<file path="src/rtl/core/graph_relax_consumer_macros.svh">
// assertion helpers shared by the graph relaxation consumer rtl
`ifndef GRAPH_RELAX_CONSUMER_MACROS_SVH
`define GRAPH_RELAX_CONSUMER_MACROS_SVH

`ifndef SYNTHESIS

// implication or plain property checked on every clock edge outside reset
`define GRC_ASSERT(lbl, clk, rst_n, prop, msg) \
	lbl: assert property (@(posedge clk) disable iff (!rst_n) (prop)) else $error(msg);

// condition that must never be true outside reset
`define GRC_NEVER(lbl, clk, rst_n, cond, msg) \
	`GRC_ASSERT(lbl, clk, rst_n, !(cond), msg)

`else

`define GRC_ASSERT(lbl, clk, rst_n, prop, msg)

`define GRC_NEVER(lbl, clk, rst_n, cond, msg)

`endif

`endif

</file>
<file path="src/rtl/core/grc_pkg.sv">
`default_nettype none

package grc_pkg;

	// partition and active list geometry
	localparam int VERTEX_DEPTH = 4096;
	localparam int IDX_W        = (VERTEX_DEPTH > 1) ? $clog2(VERTEX_DEPTH) : 1;
	localparam int AL_SLOTS     = 64;
	localparam int SLOT_W       = (AL_SLOTS > 1) ? $clog2(AL_SLOTS) : 1;

	// fixed field widths
	localparam int ID_W     = 32;
	localparam int DIST_W   = 16;
	localparam int ESTART_W = 34;
	localparam int ECOUNT_W = 15;
	localparam int CFG_W    = 32;

	// request codes
	localparam logic REQ_UPDATE = 1'b0;
	localparam logic REQ_LOAD   = 1'b1;

	// configuration register indexes
	localparam logic CFG_VERTEX_OFFSET = 1'b0;
	localparam logic CFG_IDLE_LIMIT    = 1'b1;

	localparam logic [DIST_W-1:0] EMPTY_WEIGHT   = 16'hFFFF;
	localparam logic [DIST_W-1:0] IDLE_MAX       = 16'hFFFF;
	localparam logic [DIST_W-1:0] IDLE_LIMIT_RST = 16'd15000;

	typedef struct packed {
		logic                req_type;
		logic [ID_W-1:0]     vertex_id;
		logic [DIST_W-1:0]   weight;
		logic [ESTART_W-1:0] edge_start;
		logic [ECOUNT_W-1:0] edge_count;
	} item_t;

	typedef struct packed {
		logic                al_write;
		logic [SLOT_W-1:0]   al_slot;
		logic [DIST_W-1:0]   al_dist;
		logic [ESTART_W-1:0] al_edge_start;
		logic [ECOUNT_W-1:0] al_edge_count;
		logic                done_flag;
		logic                out_of_range;
	} result_t;

	// edge part of a vertex record
	typedef struct packed {
		logic [ESTART_W-1:0] edge_start;
		logic [ECOUNT_W-1:0] edge_count;
	} edge_rec_t;

	// update seen by the idle tracker
	typedef struct packed {
		logic upd;
		logic empty;
	} trk_req_t;

	// tracker values after the current update
	typedef struct packed {
		logic [SLOT_W-1:0] slot;
		logic              done;
	} trk_t;

endpackage

`default_nettype wire

</file>
<file path="src/rtl/core/grc_idle_track.sv">
`default_nettype none

`include "graph_relax_consumer_macros.svh"

module grc_idle_track (
	input  wire logic                       clk,
	input  wire logic                       arst_n,
	input  wire grc_pkg::trk_req_t          req,
	input  wire logic [grc_pkg::DIST_W-1:0] idle_limit,
	output grc_pkg::trk_t                   nxt
);

	logic [grc_pkg::DIST_W-1:0] idle_q;
	logic [grc_pkg::SLOT_W-1:0] slot_q;
	logic                       done_q;

	logic [grc_pkg::DIST_W-1:0] idle_inc;
	logic [grc_pkg::DIST_W-1:0] idle_d;
	logic [grc_pkg::SLOT_W-1:0] slot_d;
	logic                       done_d;

	always_comb begin
		idle_inc = (idle_q == grc_pkg::IDLE_MAX) ? idle_q : idle_q + 1'b1;
		idle_d   = idle_q;
		slot_d   = slot_q;
		done_d   = done_q;
		if (req.upd) begin
			// pointer wraps at the slot count
			slot_d = (slot_q == grc_pkg::SLOT_W'(grc_pkg::AL_SLOTS - 1)) ?
				'0 : slot_q + 1'b1;
			if (req.empty) begin
				idle_d = idle_inc;
				done_d = done_q | (idle_inc > idle_limit);
			end else begin
				idle_d = '0;
				done_d = 1'b0;
			end
		end
	end

	always_ff @(posedge clk or negedge arst_n) begin
		if (!arst_n) begin
			idle_q <= '0;
			slot_q <= '0;
			done_q <= 1'b0;
		end else begin
			idle_q <= idle_d;
			slot_q <= slot_d;
			done_q <= done_d;
		end
	end

	assign nxt.slot = slot_d;
	assign nxt.done = done_d;

	`GRC_ASSERT(a_done_rise_on_empty, clk, arst_n,
		$rose(done_q) |-> $past(req.upd && req.empty), "done rose without empty slot")
	`GRC_ASSERT(a_slot_moves_on_update, clk, arst_n,
		!$stable(slot_q) |-> $past(req.upd), "slot pointer moved without update")
	`GRC_ASSERT(a_done_needs_idle, clk, arst_n,
		done_q |-> (idle_q != '0), "done set with idle counter clear")

endmodule

`default_nettype wire

</file>
<file path="config.mk">
export PLATFORM = sky130hd
export DESIGN_NAME = grc_idle_track
export DESIGN_NICKNAME = d
export VERILOG_FILES = /design/src/rtl/core/grc_pkg.sv /design/src/rtl/core/grc_idle_track.sv
export VERILOG_INCLUDE_DIRS = /design/src /design/src/rtl/core
export SDC_FILE = /design/constraint.sdc
export NUM_CORES = 1
export LEC_CHECK = 0
export BUFFER_PORTS_ARGS = -buffer_cell sky130_fd_sc_hd__buf_4
export CELL_PAD_IN_SITES_DETAIL_PLACEMENT = 0
export CELL_PAD_IN_SITES_GLOBAL_PLACEMENT = 1
export CORE_AREA = 2 2 49 97
export DETAILED_ROUTE_END_ITERATION = 8
export DIE_AREA = 0 0 51 99
export GPL_TIMING_DRIVEN = 0
export HOLD_SLACK_MARGIN = 0.08
export PLACE_DENSITY_LB_ADDON = 0.15
export RECOVER_POWER = 100
export SLEW_MARGIN = 20
export SYNTH_ARGS = -nofsm -noshare
export SYNTH_HDL_FRONTEND = slang
export SYNTH_SLANG_ARGS = --single-unit
</file>
<file path="constraint.sdc">
create_clock -name clk -period 8.2 [get_ports clk]
set_input_delay 0.82 -clock clk [delete_from_list [all_inputs] [get_ports clk]]
set_output_delay 0.82 -clock clk [all_outputs]
set_load 0.02 [all_outputs]
</file>
# After elaboration in Yosys (flattened, before gate mapping)
# Cells that the tools add are included.
# word_totals
out_inout_bits	7
ff_bits	23
# op_classes
add_sub_neg	2
order_cmp	1
n_eq_ne	2
muxes	6
n_bitwise	1
# ops
cell	count
$mux W16	2
$add A16 B1 Y16 const B	1
$eq A16 B16 Y1 const B	1
$gt A16 B16 Y1	1
$mux W6	2
$add A6 B1 Y6 const B	1
$eq A6 B6 Y1 const B	1
$mux W1	2
$or A1 B1 Y1	1

# Longest topological paths before layout
# Gate-level depths: netlist of the first run.
# depth
word_depth	6
depth_mapped	12
depth_no_buf	10

# Worst setup path after synthesis of the first run
# Ideal clock, no wire load.
# synth_timing
path_type	register to output
startpoint	register idle_q[0] (netlist bit)
endpoint	output nxt[0] (netlist bit)
arrival_time_ps	3011
setup_slack_ps	4369
stages_incl_launch_ff	13
cell_sequence	dfrtp_1 -> ha_1 -> nand4_4 -> or4_4 -> buf_6 -> and3_4 -> xor2_1 -> ha_1 -> nand2_1 -> o21ai_0 -> a2111o_1 -> o31a_1 -> buf_4
# synth_between
elab_chain_len	6
# synth_lines
item	line	source
start: declaration	grc_idle_track.sv:13	logic [grc_pkg::DIST_W-1:0] idle_q;
start signal: assignment	grc_idle_track.sv:47	idle_q <= idle_d;
$add A16 B1 Y16 / $eq A16 B16 Y1 (equally long branches)	grc_idle_track.sv:23	idle_inc = (idle_q == grc_pkg::IDLE_MAX) ? idle_q : idle_q + 1'b1;
$mux W16 *	grc_idle_track.sv:23	
$gt A16 B16 Y1 *	grc_idle_track.sv:33	done_d = done_q | (idle_inc > idle_limit);
$or A1 B1 Y1 *	grc_idle_track.sv:33	
$mux W1 *	grc_idle_track.sv:31	if (req.empty) begin
$mux W1 *	grc_idle_track.sv:27	if (req.upd) begin
end: declaration	grc_idle_track.sv:10	output grc_pkg::trk_t nxt
# Mark *: on every way between the ends. The rest lies on a longest branch, timed or not.

# Worst setup path in the final report of the first run
# Ends and elaborated chain as after synthesis.

==> flow_metrics.py, run 1 <==
metrics = {
    "timing": {
        "max_slew_margin_pct": 9.22,
        "fin_crit_ps": 5500,
        "drv_slew": 0,
        "tightest_slew_ps": 1350,
        "setup_viol": 0,
        "fmaxAchievable_ghz": 0.182,
        "fin_crit_sh_pct": 67.1,
        "finClkSkew_ps": 1.63,
        "rsz0062_at_grt": "no",
        "setup_tns_ps": 0,
        "timing_hold_violations_final": 0,
    },
    "global_routing": {
        "grt_pass1_wl_um": 8310,
        "antenna_found_initial": 0,
        "overflow": 0,
        "grt_max_degree": 24,
        "grt_pass1_vias": 1791,
        "grt_use_total_pct": 21.9,
    },
    "clock_tree": {
        "hold_buffers": 0,
        "insertion_delay_ps": 270,
        "clkTransAtPathRegs_ps": 90,
        "cts_resized": 0,
        "cts_setup_buffers": 0,
        "cts_buffer_depth": 2,
        "cts_tree": "built",
        "clock-sinks": 23,
        "cts.htree.levels": 1,
        "cts_made_buffers": 3,
        "cts_root_buffer": "clkbuf_8",
    },
    "floorplan": {
        "start_util_pct": 45.7,
        "fp.dieW_um": 51,
        "rows": 34,
        "dieArea_mm2": 0.00505,
        "num_io_pins": 27,
        "core_area_mm2": 0.00430,
        "dieHeight_um": 99,
    },
    "pwr": {
        "power_density_mw_per_mm2": 160,
        "irDropWorstVdd_v": 0.000177,
        "power_w": 0.000353,
        "power.leakage_nw": 1.04,
    },
    "logic_synthesis": {
        "yosys-top-cells-area": "dfrtp_1 29%, ha_1 11%, a21oi_1 4.3%",
        "synthArstFlopShare_pct": 100,
        "ys_dominant_reg_cell": "dfrtp_1",
        "synth_edf_count": 0,
        "netlist_area_mm2": 0.00196,
        "yosysTopAreaCellShare_pct": 29.3,
        "synth_cells": 234,
        "yosysWarnings": 0,
        "synthesis.nets": 272,
        "synth-seq-cells": 23,
        "yosysTopAreaCell": "dfrtp_1",
        "synthDistinctLibCells": 50,
        "synth_seq_area_share_pct": 29.3,
        "postSynthAreaPerCell_um2": 8.39,
    },
    "drt": {
        "ant_nets": 0,
        "num_vias": 1784,
        "vias_per_cell": 5.63,
        "drc": 0,
        "firstDrtPassIters": 4,
        "drtIter0Drc": 25,
        "post_drt_wl_per_cell_um": 16.0,
        "finalWirelength_um": 5060,
    },
    "placed_design": {
        "dp_cells": 313,
        "port_buffers": 25,
        "gp_congestion": 0.835,
        "dp_hpwl_um": 3950,
    },
    "cells_and_area": {
        "antenna_cells": 0,
        "drive_gt1_share_pct": 14.1,
        "area_growth_pct": 12.2,
        "fillers": 461,
        "fin_nets": 302,
        "fin_cells": 317,
    },
    "setup_path": {
        "required_ps": 7380,
        "critPathKind": "reg2out",
        "path_max_fanout": 10,
        "crit_arrival_ps": 4680,
        "r2r_cells": 10,
        "cp-end-kind": "output port",
        "cp-start-kind": "flip-flop",
    },
    "min_path": {
        "min_path_type": "reg2reg",
        "worst_hold_path.num_cells": 1,
    },
    "outcome": {
        "status": "finished clean",
    },
    "job": {
        "cap_violations": 0,
    },
}
[cells in the final DEF, fill, tap and decap left out, types with 2 or more instances in the layout]
cell type,netlist,final
a21boi_0,2,2
a21oi_1,17,17
a31oi_1,4,4
a41oi_1,2,2
and3_1,5,5
and4_1,3,3
buf_2,5,5
buf_4,3,20
clkbuf_1,4,14
clkbuf_8,0,3
dfrtp_1,23,23
ha_1,18,18
inv_1,22,22
nand2_1,21,21
nand3_1,9,9
nand4_1,9,10
nor2_1,14,14
nor2b_1,4,4
nor3_1,2,2
nor4_1,3,4
o2111ai_1,2,2
o211ai_1,3,3
o21ai_0,13,13
o221ai_1,2,2
o31a_1,2,2
o31ai_1,4,4
o41ai_1,2,2
or4_1,2,3
xnor2_1,7,7
xor2_1,6,6
[metrics by stage]
stage	hold slack, ps	instance area, µm²	setup WS [ps]	util [%]
finish	528	2200	2700	51.3
global route	558	2200	2200	51.3
CTS	437	2270	3370	52.7
detailed placement	516	2220	3680	51.7
global placement	512	2220	3710	51.7
floorplan	524	1960	4370	-
[critical path: stages, from the launching register on]
cell,delay [ps]
dfrtp_1,420
ha_1,280
nand4_1,390
nor4_1,1230
nor2_1,190
xor2_1,210
ha_1,300
nand2_1,80
nor4_1,420
a21boi_0,350
o31a_1,210
buf_4,110
clkbuf_1,220
[sequential cells by signal, indices dropped and copies added (netlist names)]
signal	count
idle_q	16
slot_q	6
done_q	1
[metal layers]
| layer | global-route usage [%] | part of all wire, % | up-vias |
|---|---|---|---|
| met5 | 0 | 0 | - |
| met4 | 7.48 | 2.4 | 0 |
| met3 | 1.36 | 1.4 | 10 |
| met2 | 42.3 | 56 | 27 |
| met1 | 23.8 | 40 | 832 |
| li1 | - | - | 915 |
[logic make-up after synthesis]
family | after synthesis | synth area share [%]
simple gates | 79 | 22.7
compound gates | 64 | 22.0
buf+inv | 36 | 8.15
flops | 23 | 29.3
fa+ha+maj | 18 | 11.5
xor+xnor | 13 | 5.80
mux | 1 | 0.573
[cell usage after synthesis, types with 2 or more instances]
library cell and instances:
a21boi_0 2, xor2_1 6, o31ai_1 4, o211ai_1 3, o21ai_0 13, o41ai_1 2, or4_1 2, xnor2_1 7
clkbuf_1 4, nand2_1 21, o221ai_1 2, o31a_1 2, a31oi_1 4, a41oi_1 2, a21oi_1 17, nor2_1 14
buf_4 3, ha_1 18, dfrtp_1 23, and3_1 5, buf_2 5, nor3_1 2, and4_1 3, nor2b_1 4
nor4_1 3, nand3_1 9, o2111ai_1 2, inv_1 22, nand4_1 9
[worst paths after layout]
kind,slack (ps),startpoint,end
max reg2reg,4060,idle_q[0],done_q
min reg2reg,530,slot_q[4],slot_q[4]
min,530,slot_q[4],slot_q[4]
max,2700,idle_q[0],nxt[0]
max in group asynchronous,6610,arst_n,idle_q[9]
min in group asynchronous,810,arst_n,idle_q[3]
[area by class of cell]
| cell class | count | area, µm² | share of cell area (%) |
|---|---|---|---|
| plain buffers | 14 | 70.1 | 3.18 |
| flip-flops and latches | 23 | 576 | 26.1 |
| repair buffers | 25 | 158 | 7.16 |
| clock buffers | 3 | 41.3 | 1.87 |
| multi-input cells | 175 | 1200 | 54.6 |
| well taps | 54 | 67.6 | 3.07 |
| clock inverters | 1 | 5.00 | 0.227 |
| inverters | 22 | 82.6 | 3.75 |
[power by group]
group	switching, W	internal [W]
sequential	0.0000179	0.000133
clock	0.0000422	0.0000341
combinational	0.0000783	0.0000478
Note: power is estimated with default switching activity, not from simulation.
==> run 2: changes to the inputs <==
--- a/config.mk
+++ b/config.mk
@@ -6,12 +6,13 @@
 export SDC_FILE = /design/constraint.sdc
 export NUM_CORES = 1
 export LEC_CHECK = 0
+export ABC_AREA = 1
 export BUFFER_PORTS_ARGS = -buffer_cell sky130_fd_sc_hd__buf_4
 export CELL_PAD_IN_SITES_DETAIL_PLACEMENT = 0
 export CELL_PAD_IN_SITES_GLOBAL_PLACEMENT = 1
-export CORE_AREA = 2 2 49 97
+export CORE_AREA = 2 2 51 101
 export DETAILED_ROUTE_END_ITERATION = 8
-export DIE_AREA = 0 0 51 99
+export DIE_AREA = 0 0 53 103
 export GPL_TIMING_DRIVEN = 0
 export HOLD_SLACK_MARGIN = 0.08
 export PLACE_DENSITY_LB_ADDON = 0.15
==> constraint.sdc (replaced) <==
create_clock -name clk -period 5.3 [get_ports clk]
set_input_delay 0.53 -clock clk [delete_from_list [all_inputs] [get_ports clk]]
set_output_delay 0.53 -clock clk [all_outputs]
set_load 0.02 [all_outputs]
==> run 2 against run 1 <==
Against the previous run: clock power rose by 43%; utilization shrank 6.1 points; combinational power grew 34%; highest routed layer unchanged; register-to-register slack got worse by 2000 ps; sequential power rose by 46%; largest cell class unchanged; sequential share of layout area is 0.81 points higher.
==> flow_metrics.py, run 2 <==
metrics = {
    "clock_tree": {
        "cts_tree": "built",
        "cts.htree.levels": 1,
        "clkTransAtPathRegs_ps": 80,
        "cts_root_buffer": "clkbuf_8",
        "hold_buffers": 0,
        "cts_resized": 0,
        "cts_setup_buffers": 0,
        "cts_buffer_depth": 2,
        "cts_made_buffers": 3,
        "insertion_delay_ps": 260,
        "clock-sinks": 23,
    },
    "global_routing": {
        "grt_pass1_vias": 1704,
        "antenna_found_initial": 0,
        "overflow": 0,
        "grt_pass1_wl_um": 7330,
        "grt_max_degree": 24,
        "grt_use_total_pct": 17.7,
    },
    "setup_path": {
        "cp-start-kind": "flip-flop",
        "crit_arrival_ps": 3670,
        "path_max_fanout": 7,
        "cp-end-kind": "output port",
        "cpMaxStageDelayCell": "dfrtp_1",
        "critPathBufInv": 3,
        "crit_path_cell_trace": "ha_1, nand2_2, nor2_1, clkinv_1, nor2_1, nand3_1, nand2_1, o21ai_0, ha_1, nand2_1, nand2_1, nand2_1, nand2_1, nand2_1, nand2_1, nand2_1, nand2_1, nand2_1, a21oi_1, buf_4, buf_4",
        "cp_top_family": "simple AND/OR/NAND/NOR gates",
        "critPathKind": "reg2out",
        "max_stage_delay_ps": 500,
        "crit_top_cell": "nand2_1",
        "required_ps": 4770,
    },
    "timing": {
        "finClkSkew_ps": 3.93,
        "max_slew_margin_pct": 11.4,
        "holdWs_ps": 520,
        "fin_crit_sh_pct": 79.3,
        "setup_tns_ps": 0,
        "timing_hold_violations_final": 0,
        "drv_slew": 0,
        "tightest_slew_ps": 1330,
        "setup_viol": 0,
        "fin_crit_ps": 4200,
        "fmaxAchievable_ghz": 0.238,
        "rsz0062_at_grt": "no",
    },
    "drt": {
        "finalWirelength_um": 4140,
        "drtIter0Drc": 20,
        "drc": 0,
        "firstDrtPassIters": 4,
        "vias_per_cell": 4.79,
        "ant_nets": 0,
        "num_vias": 1666,
        "post_drt_wl_per_cell_um": 11.9,
    },
    "logic_synthesis": {
        "yosysTopAreaCell": "dfrtp_1",
        "synth_most_common_cell": "nand2_1",
        "synth_commonest_cells": "78 x nand2_1, 47 x inv_1, 23 x dfrtp_1",
        "ys_dominant_reg_cell": "dfrtp_1",
        "postSynthAreaPerCell_um2": 7.31,
        "yosys-top-cells-area": "dfrtp_1 30%, nand2_1 15%, ha_1 12%",
        "synth_seq_area_share_pct": 30.2,
        "netlist_area_mm2": 0.00191,
        "yosysWarnings": 0,
        "synth_cells": 261,
        "synth-seq-cells": 23,
        "synthDistinctLibCells": 32,
        "synthesis.nets": 299,
        "synth_edf_count": 0,
        "yosysTopAreaCellShare_pct": 30.2,
        "synthArstFlopShare_pct": 100,
    },
    "pwr": {
        "internal_power_w": 0.000312,
        "combPwrFrac_pct": 33.8,
        "power_density_mw_per_mm2": 234,
        "pwr-share-clk_pct": 21.9,
        "power_switching_w": 0.000187,
        "irDropWorstVdd_v": 0.000221,
        "power.leakage_nw": 1.23,
        "sw_frac_of_total_pct": 37.5,
        "p_seq_share_pct": 44.3,
    },
    "cells_and_area": {
        "fin_nets": 330,
        "largest_reg_flops": 16,
        "mostFrequentLayoutCell": "nand2_1",
        "regMostFlops": "idle_q",
        "fillers": 517,
        "multi_input_area_mm2": 0.00107,
        "largestRegisters": "idle_q x16, slot_q x6, done_q x1",
        "final_cell_mix": "79 x nand2_1, 47 x inv_1, 23 x dfrtp_1",
        "area_growth_pct": 12.1,
        "regArea_um2": 576,
        "drive_gt1_share_pct": 12.4,
        "antenna_cells": 0,
    },
    "floorplan": {
        "rows": 36,
        "num_io_pins": 27,
        "core_area_mm2": 0.00473,
        "dieArea_mm2": 0.00546,
        "start_util_pct": 40.3,
        "fp.dieW_um": 53,
        "dieHeight_um": 103,
    },
    "placed_design": {
        "gp_congestion": 0.814,
        "port_buffers": 26,
        "dp_hpwl_um": 3340,
    },
    "outcome": {
        "status": "finished clean",
    },
    "min_path": {
        "min_path_type": "reg2reg",
    },
    "job": {
        "cap_violations": 0,
    },
}
[run 2: cell count changes after synthesis, sizes merged, moves of 8 or more]
cell | previous run | this run
nand2 | 21 | 83
inv | 22 | 49
nand4 | 10 | 2
buf | 10 | 2
a21oi | 17 | 8
[run 2: power groups by stage]
stage / clock (W) / sequential, W / combinational (W)
2_1_floorplan: 0 / 0.000221 / 0.000122
3_3_place_gp: 0 / 0.000224 / 0.000194
3_5_place_dp: 0 / 0.000224 / 0.000196
4_1_cts: 0.000116 / 0.000221 / 0.000197
5_1_grt: 0.000123 / 0.000227 / 0.000198
6_report: 0.000109 / 0.000221 / 0.000169
[run 2: cell families after synthesis]
logic type / share of synthesized area [%]
AND/OR/NAND/NOR: 33.0
AO/OA/AOI/OAI: 8.53
buffers and inverters: 11.0
adder cells (fa/ha/maj): 11.8
XOR/XNOR: 5.45
flip-flops: 30.2
[run 2: path summary, 6_finish.rpt]
path / cells past startpoint / to / startpoint / slack [ps]
max: 21 / nxt[0] / idle_q[0] / 1100
min: 2 / done_q / done_q / 520
max reg2reg: 19 / done_q / idle_q[0] / 2060
min reg2reg: 2 / done_q / done_q / 520
max in group asynchronous: 1 / done_q / arst_n / 3970
min in group asynchronous: 1 / idle_q[7] / arst_n / 540
[run 2: area by class of cell]
| type | instances | area share (%) |
|---|---|---|
| inverter | 50 | 8.78 |
| sequential | 23 | 26.9 |
| clock buffer | 4 | 2.11 |
| timing repair buffer | 26 | 7.73 |
| multi-input combinational | 185 | 50.1 |
| tap | 57 | 3.34 |
| buffer | 3 | 1.05 |
[run 2: worst min-delay path, stage by stage (launching register included)]
cell and delay, ps:
dfrtp_1 360, inv_1 50, a21oi_1 70
[run 2: metal layers]
layer	part of all wire [%]	global-route usage [%]	up-vias
li1	-	-	876
met1	48	23.2	763
met2	49	29.8	21
met3	1.9	1.88	6
met4	2.0	5.72	0
met5	0	0	-
[run 2: through the flow]
step                      cells  cell area, µm²  utilization [%]  setup slack (ps)  total power [W]
after floorplan             261            1910                -              2400         0.000343
after global placement      344            2170             46.0              1950         0.000418
after detailed placement    344            2170             46.0              1880         0.000421
after CTS                   348            2220             46.9              1550         0.000535
after global routing        348            2140             45.2               730         0.000548
final                       348            2140             45.2              1100         0.000499
==> run 3: changes to the inputs <==
==> constraint.sdc (replaced) <==
create_clock -name clk -period 4.41 [get_ports clk]
set_input_delay 0.441 -clock clk [delete_from_list [all_inputs] [get_ports clk]]
set_output_delay 0.441 -clock clk [all_outputs]
set_load 0.02 [all_outputs]
==> run 3 against run 2 <==
Against the previous run: worst hold slack got worse by 34 ps; critical path type unchanged; total power increased by 20%; register-to-register slack got worse by 600 ps; clock skew is essentially flat; utilization is 0.48 points higher.
==> flow_metrics.py, run 3 (same netlist as run 2, synthesis figures left out) <==
metrics = {
    "pwr": {
        "power.leakage_nw": 1.23,
        "power_w": 0.000601,
        "irDropWorstVdd_v": 0.000266,
        "power_density_mw_per_mm2": 278,
    },
    "cells_and_area": {
        "mostFrequentLayoutCell": "nand2_1",
        "multi_input_area_mm2": 0.00108,
        "regArea_um2": 576,
        "area_growth_pct": 13.3,
        "largest_reg_flops": 16,
        "antenna_cells": 0,
        "largestRegisters": "idle_q x16, slot_q x6, done_q x1",
        "regMostFlops": "idle_q",
        "drive_gt1_share_pct": 12.7,
        "fin_nets": 331,
        "fillers": 512,
        "final_area_mm2": 0.00216,
        "fin_util_pct": 45.7,
        "final_cell_mix": "80 x nand2_1, 48 x inv_1, 23 x dfrtp_1",
    },
    "drt": {
        "num_vias": 1675,
        "ant_nets": 0,
        "drc": 0,
        "drtIter0Drc": 15,
        "finalWirelength_um": 4160,
        "vias_per_cell": 4.80,
        "post_drt_wl_per_cell_um": 11.9,
        "firstDrtPassIters": 4,
    },
    "floorplan": {
        "rows": 36,
        "dieArea_mm2": 0.00546,
        "fp.dieW_um": 53,
        "core_area_mm2": 0.00473,
        "num_io_pins": 27,
        "start_util_pct": 40.3,
        "dieHeight_um": 103,
    },
    "global_routing": {
        "overflow": 0,
        "grt_use_total_pct": 17.7,
        "grt_max_degree": 24,
        "grt_pass1_vias": 1704,
        "antenna_found_initial": 0,
        "grt_pass1_wl_um": 7330,
    },
    "timing": {
        "fmaxAchievable_ghz": 0.261,
        "finClkSkew_ps": 4.33,
        "max_slew_margin_pct": 10.8,
        "drv_slew": 0,
        "setup_viol": 0,
        "timing_hold_violations_final": 0,
        "rsz0062_at_grt": "no",
        "fin_crit_sh_pct": 86.7,
        "fin_ws_ps": 585,
        "fin_crit_ps": 3830,
        "setup_tns_ps": 0,
        "tightest_slew_ps": 1340,
    },
    "clock_tree": {
        "cts_resized": 0,
        "clkTransAtPathRegs_ps": 80,
        "cts_made_buffers": 3,
        "clock-sinks": 23,
        "cts_root_buffer": "clkbuf_8",
        "insertion_delay_ps": 260,
        "cts.htree.levels": 1,
        "cts_tree": "built",
        "cts_buffer_depth": 2,
    },
    "setup_path": {
        "cp-start-kind": "flip-flop",
        "critPathBufInv": 3,
        "required_ps": 3970,
        "r2r_end": "done_q",
        "path_max_fanout": 7,
        "r2r_cells": 19,
        "max_stage_delay_ps": 500,
        "critPathKind": "reg2out",
        "r2r_slack_ps": 1460,
        "cpMaxStageDelayCell": "dfrtp_1",
        "crit_path_cell_trace": "ha_1, nand2_1, nor2_4, inv_1, nor2_4, nand3_1, nand2_1, o21ai_0, ha_1, nand2_1, nand2_1, nand2_1, nand2_1, nand2_1, nand2_1, nand2_1, nand2_1, nand2_1, a21oi_1, buf_4, buf_4",
        "cp_top_family": "simple AND/OR/NAND/NOR gates",
        "r2r_start": "idle_q[0]",
        "crit_arrival_ps": 3380,
        "cp-end-kind": "output port",
        "crit_top_cell": "nand2_1",
    },
    "min_path": {
        "min_from": "req[0]",
        "holdPathEnd": "done_q",
        "min_path_type": "in2reg",
        "worst_hold_path.num_cells": 3,
    },
    "placed_design": {
        "port_buffers": 26,
        "dp_hpwl_um": 3340,
        "dpl_cell_area_mm2": 0.00217,
        "place_ws_ps": 1080,
        "gp_congestion": 0.814,
    },
    "job": {
        "cap_violations": 0,
    },
    "outcome": {
        "status": "finished clean",
    },
}
run 3: metrics by stage:
step | cells | hold WS [ps]
floorplan | 261 | 145
global placement | 344 | 366
detailed placement | 344 | 364
CTS | 349 | 455
global route | 349 | 511
finish | 349 | 486
run 3: final cells by class:
cell class,count,area share (%)
Sequential cell,23,26.7
Clock buffer,4,2.09
Multi-Input combinational cell,185,50.1
Timing Repair Buffer,27,8.11
Inverter,50,8.69
Buffer,3,1.04
Tap cell,57,3.30
run 3: where the power goes:
group	switching, W	internal (W)	total, W
Clock	0.0000672	0.0000644	0.000132
Sequential	0.0000234	0.000242	0.000266
Combinational	0.000135	0.0000690	0.000203
run 3: worst max path at each step:
stage	from	endpoint	slack [ps]	cells after the start
floorplan	idle_q[0]	nxt[0]	1590	18
global placement	idle_q[0]	nxt[0]	1150	19
detailed placement	idle_q[0]	nxt[0]	1080	19
CTS	idle_q[0]	nxt[0]	750	19
global route	idle_q[0]	nxt[0]	280	21
finish	idle_q[0]	nxt[0]	580	21
run 3: timing repair:
item / CTS / global route
endpoints found under the setup margin: 0 / 0
endpoints found under the hold margin: 23 / 0
setup buffers: 0 / 0
hold buffers: 1 / 0
run 3: tightest hold or removal path, delay by kind of cell:
kind	cells	cell delay (ps)
AOI/OAI and AO/OA	1	60
buffers and inverters	1	110
and+or+nand+nor	1	90
run 3: metal layers:
| layer | up-vias | part of all wire (%) | track usage (%) |
|---|---|---|---|
| li1 | 879 | - | - |
| met1 | 765 | 47 | 23.2 |
| met2 | 25 | 48 | 29.8 |
| met3 | 6 | 2.3 | 1.88 |
| met4 | 0 | 2.0 | 5.72 |
| met5 | - | 0 | 0 |
